`src/rtl/ucs_pkg.sv`:
```
// Shared types and constants for the URL component splitter.
// No dependencies; imported by every module of the block.
package ucs_pkg;

    // Parsing phase of the URL under way.
    typedef enum logic [2:0] {
        PH_SCHEME = 3'd0,
        PH_SLASH1 = 3'd1,
        PH_SLASH2 = 3'd2,
        PH_HOST   = 3'd3,
        PH_PORT   = 3'd4,
        PH_PATH   = 3'd5,
        PH_QUERY  = 3'd6,
        PH_FRAG   = 3'd7
    } phase_t;

    // Component tag reported with each item.
    typedef enum logic [2:0] {
        PART_SCHEME = 3'd0,
        PART_HOST   = 3'd1,
        PART_PORT   = 3'd2,
        PART_PATH   = 3'd3,
        PART_QUERY  = 3'd4,
        PART_FRAG   = 3'd5,
        PART_SEP    = 3'd6,
        PART_END    = 3'd7
    } part_t;

    localparam logic [7:0] CH_NUL      = 8'h00;
    localparam logic [7:0] CH_COLON    = 8'h3A;
    localparam logic [7:0] CH_SLASH    = 8'h2F;
    localparam logic [7:0] CH_QUESTION = 8'h3F;
    localparam logic [7:0] CH_HASH     = 8'h23;
    localparam logic [7:0] CH_UPPER_A  = 8'h41;
    localparam logic [7:0] CH_UPPER_Z  = 8'h5A;
    localparam logic [7:0] CASE_OFFSET = 8'h20;

    localparam logic [3:0] SCHEME_LEN_RESET = 4'd5;
    localparam logic [3:0] SCHEME_COUNT_MAX = 4'd15;

    // Per-URL parsing state carried from item to item.
    typedef struct packed {
        phase_t     phase;
        logic [3:0] scheme_count;
        logic       host_seen;
        logic       failed;
    } url_state_t;

    localparam url_state_t URL_STATE_RESET = '{
        phase:        PH_SCHEME,
        scheme_count: 4'd0,
        host_seen:    1'b0,
        failed:       1'b0
    };

    // One result item.
    typedef struct packed {
        logic [7:0] char_out;
        part_t      part;
        logic       error;
        logic       url_end;
    } result_t;

endpackage

```
`src/rtl/ucs_classify.sv`:
```
// Combinational classification of one URL byte against the current parsing state.
// Depends on ucs_pkg for the state, result types and character constants.
module ucs_classify (
    input  logic [7:0]          ch,
    input  logic [3:0]          max_scheme_len,
    input  ucs_pkg::url_state_t state_cur,
    output ucs_pkg::url_state_t state_next,
    output ucs_pkg::result_t    result
);
    import ucs_pkg::*;

    logic [7:0] co;
    part_t      pt;
    logic       bad_end;

    // Verdict for a terminator in the current state.
    assign bad_end = state_cur.failed || (state_cur.phase == PH_SCHEME) ||
                     (state_cur.phase == PH_SLASH1) || (state_cur.phase == PH_SLASH2) ||
                     ((state_cur.phase == PH_HOST) && !state_cur.host_seen);

    // Phase machine step and tagging of the byte.
    always_comb begin
        state_next = state_cur;
        co         = ch;
        pt         = PART_SEP;
        if (!state_cur.failed) begin
            case (state_cur.phase)
                PH_SCHEME: begin
                    if (ch == CH_COLON) begin
                        if (state_cur.scheme_count > max_scheme_len) begin
                            state_next.failed = 1'b1;
                        end else begin
                            state_next.phase = PH_SLASH1;
                        end
                    end else begin
                        if (ch inside {[CH_UPPER_A:CH_UPPER_Z]}) begin
                            co = ch + CASE_OFFSET;
                        end
                        pt = PART_SCHEME;
                        if (state_cur.scheme_count != SCHEME_COUNT_MAX) begin
                            state_next.scheme_count = state_cur.scheme_count + 4'd1;
                        end
                    end
                end
                PH_SLASH1: begin
                    if (ch == CH_SLASH) state_next.phase = PH_SLASH2;
                    else                state_next.failed = 1'b1;
                end
                PH_SLASH2: begin
                    if (ch == CH_SLASH) state_next.phase = PH_HOST;
                    else                state_next.failed = 1'b1;
                end
                PH_HOST: begin
                    if (ch == CH_COLON || ch == CH_SLASH) begin
                        if (!state_cur.host_seen) begin
                            state_next.failed = 1'b1;
                        end else begin
                            state_next.phase = (ch == CH_COLON) ? PH_PORT : PH_PATH;
                        end
                    end else begin
                        pt = PART_HOST;
                        state_next.host_seen = 1'b1;
                    end
                end
                PH_PORT: begin
                    if (ch == CH_SLASH) state_next.phase = PH_PATH;
                    else                pt = PART_PORT;
                end
                PH_PATH: begin
                    if (ch == CH_QUESTION)  state_next.phase = PH_QUERY;
                    else if (ch == CH_HASH) state_next.phase = PH_FRAG;
                    else                    pt = PART_PATH;
                end
                PH_QUERY: begin
                    if (ch == CH_HASH) state_next.phase = PH_FRAG;
                    else               pt = PART_QUERY;
                end
                PH_FRAG: begin
                    pt = PART_FRAG;
                end
                default: begin
                    pt = PART_SEP;
                end
            endcase
        end

        // A rejected URL reports raw bytes as separators.
        if (state_next.failed) begin
            co = ch;
            pt = PART_SEP;
        end

        result.char_out = co;
        result.part     = pt;
        result.error    = state_next.failed;
        result.url_end  = 1'b0;

        // The terminator gives the verdict and restarts the URL.
        if (ch == CH_NUL) begin
            state_next      = URL_STATE_RESET;
            result.char_out = CH_NUL;
            result.part     = PART_END;
            result.error    = bad_end;
            result.url_end  = 1'b1;
        end
    end

endmodule

```
`src/rtl/url_component_splitter_core.sv`:
```
// Top level of the URL component splitter: input register, classifier and result register.
// Depends on ucs_pkg and ucs_classify.
//
// Splits a URL streamed one byte per item into scheme, host, port, path, query and
// fragment, one result item per input item; a byte of zero ends the URL, sets m_tlast and
// carries the verdict in the error bit. The block takes one item per clock cycle while
// results are taken. The byte sits in the input register while the classifier works on it,
// and the result register captures the outcome. Both registers advance whenever the result
// register is empty or being taken; while a result waits on m_tready the input register
// still takes one more item, and s_tready then stays low until the result is taken.
// max_scheme_len is written through the cfg port and should only be
// changed between URLs while the block is empty.
module url_component_splitter_core (
    input  logic       aclk,
    input  logic       aresetn,
    // Input stream
    input  logic       s_tvalid,
    output logic       s_tready,
    input  logic [7:0] s_tdata,   // [7:0] ch
    // Result stream
    output logic       m_tvalid,
    input  logic       m_tready,
    output logic [7:0] m_tdata,   // [7:0] char_out
    output logic [3:0] m_tuser,   // [2:0] part, [3] error
    output logic       m_tlast,   // url_end
    // Configuration write
    input  logic       cfg_valid,
    output logic       cfg_ready,
    input  logic [3:0] cfg_data   // max_scheme_len
);
    import ucs_pkg::*;

    logic       in_valid_reg;
    logic [7:0] in_ch_reg;
    logic       out_valid_reg;
    result_t    out_reg;
    url_state_t state_reg;
    url_state_t state_next;
    result_t    result_next;
    logic [3:0] max_len_reg;
    logic       out_free;
    logic       advance;

    // Result register can take a new item when empty or being drained.
    assign out_free  = !out_valid_reg || m_tready;
    assign advance   = in_valid_reg && out_free;
    assign s_tready  = !in_valid_reg || out_free;
    assign cfg_ready = 1'b1;

    // Input register.
    always_ff @(posedge aclk) begin
        if (!aresetn) begin
            in_valid_reg <= 1'b0;
        end else if (s_tready) begin
            in_valid_reg <= s_tvalid;
        end
    end

    always_ff @(posedge aclk) begin
        if (s_tready && s_tvalid) begin
            in_ch_reg <= s_tdata;
        end
    end

    ucs_classify u_classify (
        .ch             (in_ch_reg),
        .max_scheme_len (max_len_reg),
        .state_cur      (state_reg),
        .state_next     (state_next),
        .result         (result_next)
    );

    // Parsing state and result register move together with each item.
    always_ff @(posedge aclk) begin
        if (!aresetn) begin
            state_reg     <= URL_STATE_RESET;
            out_valid_reg <= 1'b0;
        end else begin
            if (advance) begin
                state_reg <= state_next;
            end
            if (out_free) begin
                out_valid_reg <= in_valid_reg;
            end
        end
    end

    always_ff @(posedge aclk) begin
        if (advance) begin
            out_reg <= result_next;
        end
    end

    // Configuration register.
    always_ff @(posedge aclk) begin
        if (!aresetn) begin
            max_len_reg <= SCHEME_LEN_RESET;
        end else if (cfg_valid && cfg_ready) begin
            max_len_reg <= cfg_data;
        end
    end

    assign m_tvalid = out_valid_reg;
    assign m_tdata  = out_reg.char_out;
    assign m_tuser  = {out_reg.error, out_reg.part};
    assign m_tlast  = out_reg.url_end;

endmodule

```
`config.mk`:
```
export PLATFORM = sky130hd
export DESIGN_NAME = url_component_splitter_core
export DESIGN_NICKNAME = d
export VERILOG_FILES = /design/src/rtl/ucs_pkg.sv /design/src/rtl/ucs_classify.sv /design/src/rtl/url_component_splitter_core.sv
export SDC_FILE = /design/constraint.sdc
export NUM_CORES = 1
export LEC_CHECK = 0
export BUFFER_PORTS_ARGS = -buffer_cell sky130_fd_sc_hd__buf_2
export CORE_MARGIN = 4
export CORE_UTILIZATION = 40
export DETAILED_ROUTE_END_ITERATION = 10
export PLACE_DENSITY = 0.7
export SLEW_MARGIN = 20
export SYNTH_ARGS = -nofsm -noshare
export SYNTH_HDL_FRONTEND = slang
export SYNTH_HIERARCHICAL = 1
export SYNTH_SLANG_ARGS = --single-unit
```
`constraint.sdc`:
```
create_clock -name aclk -period 2.5 [get_ports aclk]
set_clock_uncertainty 0.1 [all_clocks]
set_input_delay 0.25 -clock aclk [delete_from_list [all_inputs] [get_ports aclk]]
set_output_delay 0.25 -clock aclk [all_outputs]
set_load 0.01 [all_outputs]
```
* Word level (Yosys, flattened, before mapping)
Cells that the tools add are included.
Storage, ports and cells: bits in registers 36, bits of input ports 17, output and inout port bits 16
Cells by class: add/subtract/negate cells 2, magnitude comparators 3, equality and inequality tests 22, multiplexer cells 39, reductions and logical operators 25
Operator list (number):
- 3-bit two-way mux | 14
- 8-bit two-way mux | 5
- 8-bit by 6-bit == test with 1-bit output, second input constant | 4
- 3-bit case mux with 7 select lines | 1
- 9-bit two-way mux | 2
- 3-bit inequality test, second input constant | 6
- 3-bit case mux with 6 select lines | 1
- 3-bit == test, second input constant | 4
- 4-bit two-way mux | 3
- 1-bit two-way mux | 10
- 10-bit AND reduction | 1
- 8-bit by 6-bit adder with 8-bit output, second input constant | 1
- 8-bit by 7-bit >= comparator with 1-bit output, second input constant | 1
- 8-bit by 7-bit less-or-equal comparator with 1-bit output, second input constant | 1
- 8-bit logical NOT | 1
- 8-bit nonzero test | 1
- 1-bit logical OR | 7
- 3-bit by 2-bit == test with 1-bit output, second input constant | 2
- 2-bit nonzero test | 3
- 5-bit AND reduction | 1
- 4-bit by 1-bit adder with 4-bit output, second input constant | 1
- 4-bit greater-than comparator | 1
- 1-bit logical AND | 4
- 2-bit two-way mux | 2
- 11 further kinds | 14

* Logic depth before layout (Yosys ltp)
depth after elaboration 7, gate-level depth with buffers 9, depth with buffers taken out 9

* Hierarchy
Netlist, hierarchy kept.
By module, submodules not included:
- url_component_splitter_core | instances 1, cells an instance 84, area each 1237.4 um^2
- ucs_classify | instances 1, cells an instance 117, area each 792.0 um^2

* Worst setup path after synthesis
OpenSTA, ideal clock, no wires.
path kind reg-to-reg, start point reg in_ch_reg[6], end point reg out_reg, in the netlist m_tuser[0] (data pin), library setup time 0.255 ns, data arrival time 1.585 ns, data required time 2.145 ns, slack 0.560 ns, stages on the path, launching flop included 6, path buffers 0, cells stage by stage edfxtp_1 > and4bb_2 > and2_1 > nor2_2 > o311a_4 > a31o_1
Between the ends: word-level cells in the longest chain between the ends 6, elaborated cells on any way between the ends 17
RTL lines:
- start: declaration | line url_component_splitter_core.sv:34 | logic [7:0] in_ch_reg;
- start signal: assignment | line url_component_splitter_core.sv:61 | in_ch_reg <= s_tdata;
- 8-bit by 6-bit == test with 1-bit output (on tied branches)
- 3-bit two-way mux / 1-bit logical OR (equally long branches) | line ucs_classify.sv:71, ucs_classify.sv:54
- 3-bit two-way mux (tied with other cells) | line ucs_classify.sv:70 | if (ch == CH_QUESTION) state_next.phase = PH_QUERY;
- 3-bit case mux with 6 select lines / 1-bit case mux with 3 select lines (equally long branches) | line ucs_classify.sv:27 | case (state_cur.phase)
- 1-bit two-way mux / 9-bit two-way mux (equally long branches) | line ucs_classify.sv:26 | if (!state_cur.failed) begin
- 1-bit two-way mux | line ucs_classify.sv:88 | if (state_next.failed) begin
- end signal: assignment | line url_component_splitter_core.sv:90 | out_reg <= result_next;
- end: declaration | line url_component_splitter_core.sv:36 | result_t out_reg;
Several ways; a longest one is shown, not always the timed one. The select of a mux whose other input is x is not followed. A chain may end at the register's enable or synchronous reset.

* Final worst setup path
Same ends and word-level chain as after synthesis.

==> run_results.csv <==
group,metric,value,unit
run_status,run_status,"completed",
synthesis,synth_top_area_cell,"edfxtp_1",
worst_setup_path,timing.reg2reg.worst_path_depth,5,
place,preCtsSetupSlack,0.4233,ns
power_and_ir_drop,power.density,508.3,nW/um^2
worst_setup_path,timing.reg2reg.setup_slack,0.39,ns
layout,fillers,478,
power_and_ir_drop,total_power,1.158,mW
worst_setup_path,arrival,2.05,ns
place,post_dp_cell_area,2198,sq um
floorplanning,fp-row-count,25,
hold_path,hold_start,"s_tdata[2]",
layout,core_occupancy_in_the_finished_layout,0.4730,
layout,layout-area-overhead-vs-synth,12.27,%
layout,antenna_cells,0,
clock_network,clk_latency,0.28,ns
sta,finalHoldViolCount,0,
sta,period_minus_slack,2.111,ns
synthesis,postSynthRegisterBits,36,
floorplanning,i_o_pins,33,
worst_setup_path,critPathTopFamily,"simple AND/OR/NAND/NOR gates",
detailed_routing,antenna_violating_nets_post_route,0,
detailed_routing,route.vias.total,1521,
floorplanning,die_h,79.23,um
place,dp_hpwl,2758,um
global_routing,antenna_found_initial,0,
sta,slew_violations,0,
synthesis,yosys-top-cells-area,"edfxtp_1 (31%), dfxtp_1 (15%), mux2i_1 (6.9%), nand2_1 (4.8%), ha_1 (3.7%)",
global_routing,grt-ovfl-total,0,
clock_network,cts_root_buffer,"clkbuf_8",
clock_network,cts_post_setup_buffers_inserted,0,
sta,timing.final.ws_setup,0.3893,ns
floorplanning,coreArea,4817,sq um
sta,clock.fmax,0.4738,GHz
layout,final_net_count,249,
detailed_routing,route.detailed.drc,0,
power_and_ir_drop,p_int,891.6,uW
worst_setup_path,worstSetupStartpointType,"flop",
worst_setup_path,critical-path-max-stage-delay,0.51,ns
floorplanning,die_width,79.23,um
detailed_routing,drt_pass1_iterations,4,
hold_path,min_delay_path_depth,1,
hold_path,hold_path_end,"in_ch_reg[2]",
worst_setup_path,end_kind,"flop",
power_and_ir_drop,clock_power_share,0.329,
synthesis,synth-seq-area-share,0.4587,
worst_setup_path,critical_path.n_buffers_inverters,0,
clock_network,cts-hold-fix-buffers,0,
power_and_ir_drop,worst_ir_drop_vdd,0.3109,mV
power_and_ir_drop,share_comb_of_total_power,0.089,
layout,layout.cell_area.non_filler,2278,sq um
layout,largest_register_ffs,9,
synthesis,number_of_flops_mapped_to_enable_cells_by_yosys,21,
worst_setup_path,r2r_startpoint,"in_ch_reg[6]",
clock_network,cts_inserted_buffers,5,
synthesis,syn_area_per_cell,10.10,sq um
floorplanning,initial_standard_cell_utilization_of_the_core,0.4213,
clock_network,cts-htree-levels,2,
layout,final-seq-area,930.9,sq um
synthesis,synth_async_reset_ratio,0,
power_and_ir_drop,power_dissipated_by_switching_net_loads,266.5,uW
clock_network,numClockSinks,36,
clock_network,cts_tree,"built",
synthesis,syn-num-nets,224,
synthesis,synth_area,2029,sq um
clock_network,path_clk_slew,0.07,ns
clock_network,clockBufferDepth,2,
layout,layout-drive-gt1-share,0.2291,
run,max_cap_viol_count,0,
hold_path,holdCritPathClass,"in -> reg",
global_routing,grt_first_pass_wirelength,6423,um
detailed_routing,post_drt_via_cell_ratio,5.173,
global_routing,grt_max_degree,25,
worst_setup_path,crit_slowest_cell,"edfxtp_1",
layout,multi_input_comb_area,975.9,sq um
worst_setup_path,timing.critical_path.fanout_max,6,
worst_setup_path,timing.critical_path.depth,5,
worst_setup_path,timing.setup.critical_path_class,"reg -> reg",
sta,finalCritPeriodShare,0.8443,
sta,final.setup.tns,0,ns
detailed_routing,detailedRoute.firstIterationViolations,78,
synthesis,postSynthCellCount,201,
worst_setup_path,required,2.44,ns
layout,finalNonFillerCells,294,
sta,setup_viol,0,
worst_setup_path,crit_chain,"nor3b_4 > and3_4 > nor2_2 > o311a_4 > a31o_1",
synthesis,yosys_warnings,6,
power_and_ir_drop,p_seq_frac,0.582,
detailed_routing,wl_per_cell,12.99,um
place,gp_congestion,0.8652,
place,dp_cells,286,
place,io_buffers,31,
floorplanning,die_area,6277,sq um
sta,holdWs,0.04177,ns
detailed_routing,routed_wirelength,3820,um
power_and_ir_drop,switching_share,0.2301,
power_and_ir_drop,leakagePower,0.8807,nW
clock_network,cts-resized-gates,0,
synthesis,area_share_of_the_leading_cell_type_in_the_synthesized_netlist,0.3107,
synthesis,synth_ff_type,"edfxtp_1",
worst_setup_path,r2r-end,"m_tuser[0]",
synthesis,number_of_distinct_library_cells_after_synthesis,57,
global_routing,vias_in_the_first_global_route,1380,
sta,grt_setup_unrepaired,"false",
global_routing,globalRouteTotalUtil,0.1273,
==> synthesized netlist by cell type (3+ instances only) <==
cell type / number
clkbuf_1: 6
nor3_1: 6
a21oi_1: 6
and2_1: 3
nor2b_1: 3
buf_2: 4
nand4_1: 3
nor2_1: 11
nand2b_1: 3
inv_1: 9
nand3_1: 6
edfxtp_1: 21
ha_1: 6
dfxtp_1: 15
nand2_1: 26
a31oi_1: 4
mux2i_1: 14
o21ai_0: 5
==> worst register-to-register path, cell delays in order (launching register included) <==
cell and delay, ns:
edfxtp_1 0.51, nor3b_4 0.31, and3_4 0.27, nor2_2 0.07
o311a_4 0.38, a31o_1 0.22
==> worst max-delay path by stage <==
stage | from | to | slack, ns
after floorplan | in_ch_reg[6] | m_tuser[0] | 0.56
after global placement | in_ch_reg[6] | m_tuser[0] | 0.42
after detailed placement | in_ch_reg[6] | m_tuser[0] | 0.42
after CTS | in_ch_reg[6] | state_reg[6] | 0.40
after global routing | in_ch_reg[3] | m_tuser[3] | 0.26
final | in_ch_reg[6] | m_tuser[0] | 0.39
==> power groups by stage <==
stage                     logic (mW)  registers [mW]  clock network (mW)
final                          0.103           0.674               0.381
after global routing           0.116           0.678               0.416
after CTS                      0.105           0.674               0.394
after detailed placement       0.104           0.687                   0
after global placement         0.102           0.687                   0
after floorplan               0.0692           0.688                   0
==> cell usage in the layout (no fill, tap or decap), types with 2 or more instances in the layout <==
| cell type | netlist | final |
|---|---|---|
| ha_1 | 6 | 6 |
| o31ai_1 | 2 | 2 |
| nor3_1 | 6 | 6 |
| a31o_1 | 2 | 2 |
| nand4_1 | 3 | 3 |
| a211o_1 | 2 | 2 |
| and3_1 | 2 | 2 |
| o21ai_1 | 2 | 2 |
| and4bb_2 | 2 | 2 |
| clkbuf_8 | 0 | 5 |
| o21ai_0 | 5 | 5 |
| inv_1 | 9 | 9 |
| nand3_1 | 6 | 6 |
| nand2_1 | 26 | 26 |
| mux2i_1 | 14 | 14 |
| xnor2_1 | 2 | 2 |
| edfxtp_1 | 21 | 21 |
| nand2b_1 | 3 | 3 |
| a21oi_1 | 6 | 6 |
| a31oi_1 | 4 | 4 |
| nor2b_1 | 3 | 3 |
| clkinv_1 | 0 | 2 |
| o21a_1 | 2 | 2 |
| dfxtp_1 | 15 | 15 |
| buf_4 | 2 | 2 |
| buf_2 | 4 | 31 |
| nor3b_1 | 2 | 2 |
| and2_1 | 3 | 3 |
| nor2_1 | 11 | 11 |
==> final cells by class <==
class | instances | share of cell area
Tap cell | 67 | 0.03679
Clock inverter | 2 | 0.003295
Sequential cell | 36 | 0.4086
Inverter | 10 | 0.01647
Multi-Input combinational cell | 140 | 0.4283
Timing Repair Buffer | 33 | 0.07468
Clock buffer | 6 | 0.03185
==> kinds of logic (layout without fill, tap and decap cells) <==
group,after synthesis,in the layout,synth area share
other,1,1,0.001848
muxes,14,14,0.06905
xor gates and xnor gates,2,2,0.008633
AOI/OAI and AO/OA,37,37,0.1387
adders and majority gates,6,6,0.03699
buffers and inverters,25,51,0.06041
and+or+nand+nor,80,80,0.2257
DFF,36,36,0.4587
==> per-layer routing <==
metal / GRT usage / vias to the layer above / share of wire
met5: 0 / - / 0
li1: - / 773 / -
met2: 0.1894 / 53 / 0.44
met4: 0.04639 / 0 / 0.0058
met3: 0.03288 / 2 / 0.066
met1: 0.1777 / 693 / 0.49
Note: power is estimated with default switching activity, not from simulation.
